--- src/hw/rtl/lcp_pkg.sv ---
// Constants and types for the lamp command parser.
// No dependencies.
`default_nettype none

package lcp_pkg;

   localparam logic [7:0] CHAR_L      = 8'h4C;
   localparam logic [7:0] CHAR_R      = 8'h52;
   localparam logic [7:0] CHAR_G      = 8'h47;
   localparam logic [7:0] CHAR_B      = 8'h42;
   localparam logic [7:0] CHAR_G_LOW  = 8'h67;
   localparam logic [7:0] CHAR_ON     = 8'h31;
   localparam logic [7:0] CHAR_OFF    = 8'h30;
   localparam logic [7:0] CHAR_TOGGLE = 8'h54;

   localparam logic [1:0] LAMP_RED       = 2'd0;
   localparam logic [1:0] LAMP_GREEN     = 2'd1;
   localparam logic [1:0] LAMP_BLUE      = 2'd2;
   localparam logic [1:0] LAMP_GREEN_TWO = 2'd3;
   localparam logic [2:0] LAMP_NONE      = 3'd4;

   typedef enum logic [2:0] {
      STAGE_IDLE = 3'b001,
      STAGE_LAMP = 3'b010,
      STAGE_OP   = 3'b100
   } stage_type;

endpackage

`default_nettype wire

--- src/hw/rtl/lcp_if.sv ---
// Valid/ready channels of the lamp command parser: received bytes and lamp results.
// No dependencies.
`default_nettype none

interface lcp_req_if;
   logic       valid;
   logic       ready;
   logic [7:0] rx_byte;

   modport source (output valid, output rx_byte, input ready);
   modport sink (input valid, input rx_byte, output ready);
endinterface

interface lcp_rsp_if;
   logic       valid;
   logic       ready;
   logic       lamp_red;
   logic       lamp_green;
   logic       lamp_blue;
   logic       lamp_green_two;
   logic       command_done;
   logic [2:0] recorded_lamp;

   modport source (output valid, output lamp_red, output lamp_green, output lamp_blue,
                   output lamp_green_two, output command_done, output recorded_lamp,
                   input ready);
   modport sink (input valid, input lamp_red, input lamp_green, input lamp_blue,
                 input lamp_green_two, input command_done, input recorded_lamp,
                 output ready);
endinterface

`default_nettype wire

--- src/hw/rtl/led_command_parser_unit.sv ---
// Lamp command parser top level: decodes "L<lamp><op>" byte commands into lamp states.
// Depends on lcp_pkg and the channel interfaces in lcp_if.sv.
//
//   channel   dir  payload                                   transfer
//   req_chan  in   rx_byte                                   valid && ready
//   rsp_chan  out  lamp_red/green/blue/green_two, done, rec  valid && ready
//
// One byte per cycle sustained while the result side takes each result.
// Bytes land in an input register, are decoded and applied to the lamp state in one
// pass, and the result is held in an output register until its transfer.
// While a result stalls, the input register still takes one more byte.
// Synchronous reset: lamps dark, no recorded lamp, parser idle, both registers empty.
`default_nettype none

module led_command_parser_unit
   import lcp_pkg::*;
(
   input  wire         clock,
   input  wire         reset,
   lcp_req_if.sink     req_chan,
   lcp_rsp_if.source   rsp_chan
);

   logic       in_valid_ff, in_valid_in;
   logic [7:0] byte_ff, byte_in;
   stage_type  stage_ff, stage_in;
   logic [1:0] held_ff, held_in;
   logic [3:0] lamps_ff, lamps_in;
   logic [2:0] last_ff, last_in;
   logic       out_valid_ff, out_valid_in;
   logic       done_ff, done_in;
   logic [3:0] out_lamps_ff, out_lamps_in;
   logic [2:0] out_last_ff, out_last_in;

   logic       advance;
   logic       req_xfer;
   logic       is_lamp;
   logic [1:0] lamp_idx;
   logic       is_op;

   assign advance  = !out_valid_ff || rsp_chan.ready;
   assign req_xfer = req_chan.valid && req_chan.ready;

   assign req_chan.ready          = !in_valid_ff || advance;
   assign rsp_chan.valid          = out_valid_ff;
   assign rsp_chan.lamp_red       = out_lamps_ff[0];
   assign rsp_chan.lamp_green     = out_lamps_ff[1];
   assign rsp_chan.lamp_blue      = out_lamps_ff[2];
   assign rsp_chan.lamp_green_two = out_lamps_ff[3];
   assign rsp_chan.command_done   = done_ff;
   assign rsp_chan.recorded_lamp  = out_last_ff;

   always_comb begin
      is_lamp  = 1'b1;
      lamp_idx = LAMP_RED;
      case (byte_ff)
         CHAR_R:     lamp_idx = LAMP_RED;
         CHAR_G:     lamp_idx = LAMP_GREEN;
         CHAR_B:     lamp_idx = LAMP_BLUE;
         CHAR_G_LOW: lamp_idx = LAMP_GREEN_TWO;
         default:    is_lamp = 1'b0;
      endcase
   end

   assign is_op = (byte_ff == CHAR_ON) || (byte_ff == CHAR_OFF) || (byte_ff == CHAR_TOGGLE);

   always_comb begin
      stage_in = stage_ff;
      held_in  = held_ff;
      lamps_in = lamps_ff;
      last_in  = last_ff;
      done_in  = 1'b0;
      if (advance && in_valid_ff) begin
         stage_in = (byte_ff == CHAR_L) ? STAGE_LAMP : STAGE_IDLE;
         case (stage_ff)
            STAGE_LAMP: begin
               if (is_lamp) begin
                  held_in  = lamp_idx;
                  stage_in = STAGE_OP;
               end
            end
            STAGE_OP: begin
               if (is_op) begin
                  done_in  = 1'b1;
                  stage_in = STAGE_IDLE;
                  if (byte_ff == CHAR_ON) begin
                     lamps_in[held_ff] = 1'b1;
                     last_in           = {1'b0, held_ff};
                  end else if (byte_ff == CHAR_OFF) begin
                     lamps_in[held_ff] = 1'b0;
                  end else if (last_ff != {1'b0, held_ff}) begin
                     if (last_ff != LAMP_NONE) begin
                        lamps_in[last_ff[1:0]] = 1'b0;
                     end
                     lamps_in[held_ff] = 1'b1;
                     last_in           = {1'b0, held_ff};
                  end else begin
                     lamps_in[held_ff] = 1'b0;
                     last_in           = LAMP_NONE;
                  end
               end
            end
            default: ;
         endcase
      end
   end

   always_comb begin
      byte_in      = req_xfer ? req_chan.rx_byte : byte_ff;
      in_valid_in  = req_xfer ? 1'b1 : (advance ? 1'b0 : in_valid_ff);
      out_valid_in = advance ? in_valid_ff : out_valid_ff;
      out_lamps_in = (advance && in_valid_ff) ? lamps_in : out_lamps_ff;
      out_last_in  = (advance && in_valid_ff) ? last_in : out_last_ff;
   end

   always_ff @(posedge clock) begin
      if (reset) begin
         in_valid_ff  <= 1'b0;
         out_valid_ff <= 1'b0;
         stage_ff     <= STAGE_IDLE;
         held_ff      <= LAMP_RED;
         lamps_ff     <= 4'b0000;
         last_ff      <= LAMP_NONE;
      end else begin
         in_valid_ff  <= in_valid_in;
         out_valid_ff <= out_valid_in;
         stage_ff     <= stage_in;
         held_ff      <= held_in;
         lamps_ff     <= lamps_in;
         last_ff      <= last_in;
      end
   end

   always_ff @(posedge clock) begin
      byte_ff      <= byte_in;
      out_lamps_ff <= out_lamps_in;
      out_last_ff  <= out_last_in;
      if (advance) begin
         done_ff <= done_in;
      end
   end

endmodule

`default_nettype wire

--- src/flat_wrapper.sv ---
// flat-port wrapper written by rule: the top's interface ports become plain ports
module led_command_parser_unit_flat import lcp_pkg::*;
  (clock, reset, req_chan_valid, req_chan_rx_byte, req_chan_ready, rsp_chan_valid, rsp_chan_lamp_red, rsp_chan_lamp_green, rsp_chan_lamp_blue, rsp_chan_lamp_green_two, rsp_chan_command_done, rsp_chan_recorded_lamp, rsp_chan_ready);
  lcp_req_if req_chan_i ();
  lcp_rsp_if rsp_chan_i ();
  input  wire clock;
  input  wire reset;
  input wire logic [$bits(req_chan_i.valid)-1:0] req_chan_valid;
  input wire logic [$bits(req_chan_i.rx_byte)-1:0] req_chan_rx_byte;
  output wire logic [$bits(req_chan_i.ready)-1:0] req_chan_ready;
  output wire logic [$bits(rsp_chan_i.valid)-1:0] rsp_chan_valid;
  output wire logic [$bits(rsp_chan_i.lamp_red)-1:0] rsp_chan_lamp_red;
  output wire logic [$bits(rsp_chan_i.lamp_green)-1:0] rsp_chan_lamp_green;
  output wire logic [$bits(rsp_chan_i.lamp_blue)-1:0] rsp_chan_lamp_blue;
  output wire logic [$bits(rsp_chan_i.lamp_green_two)-1:0] rsp_chan_lamp_green_two;
  output wire logic [$bits(rsp_chan_i.command_done)-1:0] rsp_chan_command_done;
  output wire logic [$bits(rsp_chan_i.recorded_lamp)-1:0] rsp_chan_recorded_lamp;
  input wire logic [$bits(rsp_chan_i.ready)-1:0] rsp_chan_ready;
  assign req_chan_i.valid = req_chan_valid;
  assign req_chan_i.rx_byte = req_chan_rx_byte;
  assign req_chan_ready = req_chan_i.ready;
  assign rsp_chan_valid = rsp_chan_i.valid;
  assign rsp_chan_lamp_red = rsp_chan_i.lamp_red;
  assign rsp_chan_lamp_green = rsp_chan_i.lamp_green;
  assign rsp_chan_lamp_blue = rsp_chan_i.lamp_blue;
  assign rsp_chan_lamp_green_two = rsp_chan_i.lamp_green_two;
  assign rsp_chan_command_done = rsp_chan_i.command_done;
  assign rsp_chan_recorded_lamp = rsp_chan_i.recorded_lamp;
  assign rsp_chan_i.ready = rsp_chan_ready;
  led_command_parser_unit u_core (.clock(clock), .reset(reset), .req_chan(req_chan_i), .rsp_chan(rsp_chan_i));
endmodule
--- config.mk ---
export PLATFORM = sky130hd
export DESIGN_NAME = led_command_parser_unit_flat
export DESIGN_NICKNAME = d
export VERILOG_FILES = /design/src/hw/rtl/lcp_pkg.sv /design/src/hw/rtl/lcp_if.sv /design/src/hw/rtl/led_command_parser_unit.sv /design/src/flat_wrapper.sv
export SDC_FILE = /design/constraint.sdc
export NUM_CORES = 1
export LEC_CHECK = 0
export ABC_AREA = 1
export BUFFER_PORTS_ARGS = -buffer_cell sky130_fd_sc_hd__buf_2
export CORE_MARGIN = 1.5
export CORE_UTILIZATION = 55
export DETAILED_ROUTE_END_ITERATION = 8
export GPL_TIMING_DRIVEN = 1
export PLACE_DENSITY = 0.77
export SLEW_MARGIN = 20
export SYNTH_ARGS = -nofsm -noshare
export SYNTH_HDL_FRONTEND = slang
export SYNTH_SLANG_ARGS = --single-unit
--- constraint.sdc ---
create_clock -name clock -period 2.4 [get_ports clock]
set_clock_uncertainty 0.2 [all_clocks]
set_input_delay 0.48 -clock clock [delete_from_list [all_inputs] [get_ports clock]]
set_output_delay 0.48 -clock clock [all_outputs]
set_load 0.05 [all_outputs]
==> flow_summary_export.csv <==
group,metric,value,unit
outcome,status,"complete, no violations",
setup_path,cp.arrival,1830,ps
placement,hpwl,2111,µm
synth,synth_mux_area_share,0,%
sta,rsz0062_at_grt,"false",
sta,hold_viol_final,0,
synth,yosysTopAreaCellShare,32.13,%
synth,ys_seq_elements,30,
setup_path,required,2290,ps
min_path,hp-class,"in -> reg",
floorplanning,core,2522,µm²
floorplanning,io_pins,22,
final_layout,area_growth,12.64,%
sta,setup_viol,0,
sta,fin_tns_setup,0,ps
clock_network,path_clk_slew,90,ps
final_layout,nFillCells,214,
clock_network,cts-root-buf,"clkbuf_4",
final_layout,nNetsFinal,233,
synth,synthTopCellsByCount,"nand2_1, inv_1, nor2_1",
route,wirelength,2808,µm
floorplanning,initial_core_util,59.28,%
global_route,grt_pass1_wl,4567,µm
route,drc_errors,0,
setup_path,worstPathMaxFanout,10,
clock_network,cts.path.max_buffers,2,
global_route,antenna_found_initial,0,
synth,synth_top_family_by_area,"simple AND/OR/NAND/NOR gates",
floorplanning,die_w,55.14,µm
synth,synth_edf_count,16,
synth,yosysWarnings,0,
setup_path,startpoint_type,"flop",
clock_network,postCtsSetupRepairBufs,0,
sta,drv_slew,0,
power_and_ir_drop,peakVddDrop,0.4424,mV
power_and_ir_drop,p_leak,0.8654,nW
synth,syn_inst,194,
synth,yosys.area_share.simple,34.73,%
power_and_ir_drop,power.share.clock,30.4,%
synth,syn_area_per_cell,7.707,µm²
route,postRouteAntennaNets,0,
synth,synth_largest_area_cell,"edfxtp_1",
sta,post-route-min-period,1946,ps
power_and_ir_drop,power.density,545.6,nW/µm²
sta,fmax,513.9,MHz
clock_network,cts_hold_buf,0,
synth,synth_nets,206,
sta,tightest_slew,674.7,ps
setup_path,path_class,"reg -> reg",
power_and_ir_drop,sequentialPowerShare,61.7,%
sta,period_share,81.07,%
global_route,grt_max_degree,12,
final_layout,num_antenna_cells,0,
placement,port_buffers,21,
power_and_ir_drop,p_switching,0.2327,mW
clock_network,cts.htree.levels,2,
clock_network,insertion_delay,330,ps
synth,synth_xor_area_share,0,%
final_layout,fin_util,66.77,%
synth,synthAdderAreaFrac,0,%
clock_network,clock_sinks,30,
clock_network,cts_buffers,5,
flow_run,drv_cap,0,
clock_network,cts_tree,"built",
global_route,grt_usage,22.12,%
global_route,grt_overflow_total,0,
floorplanning,rows,18,
synth,synth_ff_type,"edfxtp_1",
floorplanning,die_y,55.14,µm
power_and_ir_drop,swShare,25.32,%
route,via_count,1252,
synth,synthMostInstantiatedCell,"nand2_1",
route,first_pass_iters,4,
placement,gp_congestion,0.8783,
synth,synth_cell_types,21,
power_and_ir_drop,p_int,0.6862,mW
power_and_ir_drop,p_comb_share,7.9,%
floorplanning,dieArea,3040,µm²
synth,seq_area_frac_synth,50.88,%
synth,synth_compound_area_share,4.603,%
final_layout,drive_gt1_share,17.57,%
sta,relSlewSlack,54.60,%
route,drtIter0Drc,24,
clock_network,cts_resized,0,
route,vias_per_cell,4.968,
route,avgRoutedWirePerCell,11.14,µm
global_route,grt_pass1_vias,1107,
synth,synthArstFlopShare,0,%
synth,synthTopCellsByArea,"edfxtp_1, dfxtp_1, nand2_1",
synth,synth_area,1495,µm²
setup_path,end_kind,"flop",
## power groups by stage
stage	logic, mW	clock network [mW]	registers (mW)
floorplan	0.0327	0	0.596
global placement	0.0717	0	0.578
finish	0.0728	0.279	0.567
detailed placement	0.0730	0	0.579
global route	0.0803	0.305	0.570
CTS	0.0732	0.283	0.567
## layout by cell type (no fill, tap or decap)
cell type | Yosys | layout
inv_2 | 1 | 1
buf_2 | 0 | 21
clkinv_1 | 1 | 2
inv_1 | 36 | 36
nor2_4 | 2 | 2
clkinv_2 | 0 | 1
nor3_1 | 5 | 5
nand3_1 | 15 | 15
nand2_4 | 1 | 1
dfxtp_1 | 14 | 14
nand4_1 | 3 | 3
nor4_1 | 1 | 1
clkbuf_1 | 1 | 1
nand3_4 | 1 | 1
clkbuf_4 | 0 | 5
nor2_1 | 21 | 21
o21ai_0 | 5 | 5
edfxtp_1 | 16 | 16
nor3_4 | 1 | 1
a21oi_1 | 6 | 6
o21ai_1 | 1 | 1
nand2_1 | 56 | 56
nand2_2 | 6 | 6
a41oi_1 | 1 | 1
## layer usage
metal	vias to the layer above	part of all wire (%)	global-route usage [%]
met5	-	0	0
met4	0	1.4	7.724
met3	5	6.1	8.065
met2	43	44	33.53
met1	542	49	29.11
li1	662	-	-
## through the flow
step                cells  hold slack [ps]  cell area [µm²]  setup slack (ps)  total power, mW
finish                252            131.2             1684             454.3           0.9189
global route          252            104.6             1684             297.8           0.9550
CTS                   252            118.2             1684             443.6           0.9232
detailed placement    244            305.4             1634             411.4           0.6516
global placement      244            291.1             1634             464.2           0.6500
floorplan             194            271.7             1495             353.9           0.6291
## final timing paths
check	to	startpoint	slack, ps	cells after the start
worst max-delay path	u_core.rsp_chan.recorded_lamp[1]$_DFFE_PP_	u_core.byte_ff[0]$_DFFE_PP_	450	10
worst min-delay path	u_core.byte_ff[0]$_DFFE_PP_	req_chan_rx_byte[0]	130	1
worst max register to register	u_core.rsp_chan.recorded_lamp[1]$_DFFE_PP_	u_core.byte_ff[0]$_DFFE_PP_	450	10
worst min register to register	u_core.stage_ff[2]$_SDFFE_PP0P_	u_core.stage_ff[2]$_SDFFE_PP0P_	310	2
## sequential cells by signal (all words and copies together) (netlist names)
signal,flops
u_core.last_ff,3
u_core.out_lamps_ff,4
u_core.stage_ff,3
u_core.rsp_chan.command_done,1
u_core.rsp_chan.valid,1
u_core.lamps_ff,4
u_core.rsp_chan.recorded_lamp,3
u_core.held_ff,2
u_core.in_valid_ff,1
u_core.byte_ff,8
## layout make-up
type,count,area [µm²],area share [%]
clock buffers,6,41.29,2.452
clock inverters,2,8.758,0.5201
inverters,38,142.6,8.470
multi-input cells,125,588.1,34.92
flip-flops and latches,30,760.7,45.17
well taps,30,37.54,2.229
repair buffers,21,105.1,6.241
## worst max-delay path, cell delays in order, from the launching register on
cell and delay, ps:
edfxtp_1 440, nor2_1 210, nand2_1 80, inv_1 80
nand2_2 100, nand2_2 180, inv_1 60, nor2_1 90
nor2_1 50, nor2_1 160, inv_1 50
## kinds of logic (layout without fill, tap and decap cells)
family,after synthesis,count (layout)
and+or+nand+nor,112,112
buffers and inverters,39,67
DFF,30,30
AOI/OAI and AO/OA,13,13
(Power assumes the default switching activity.)
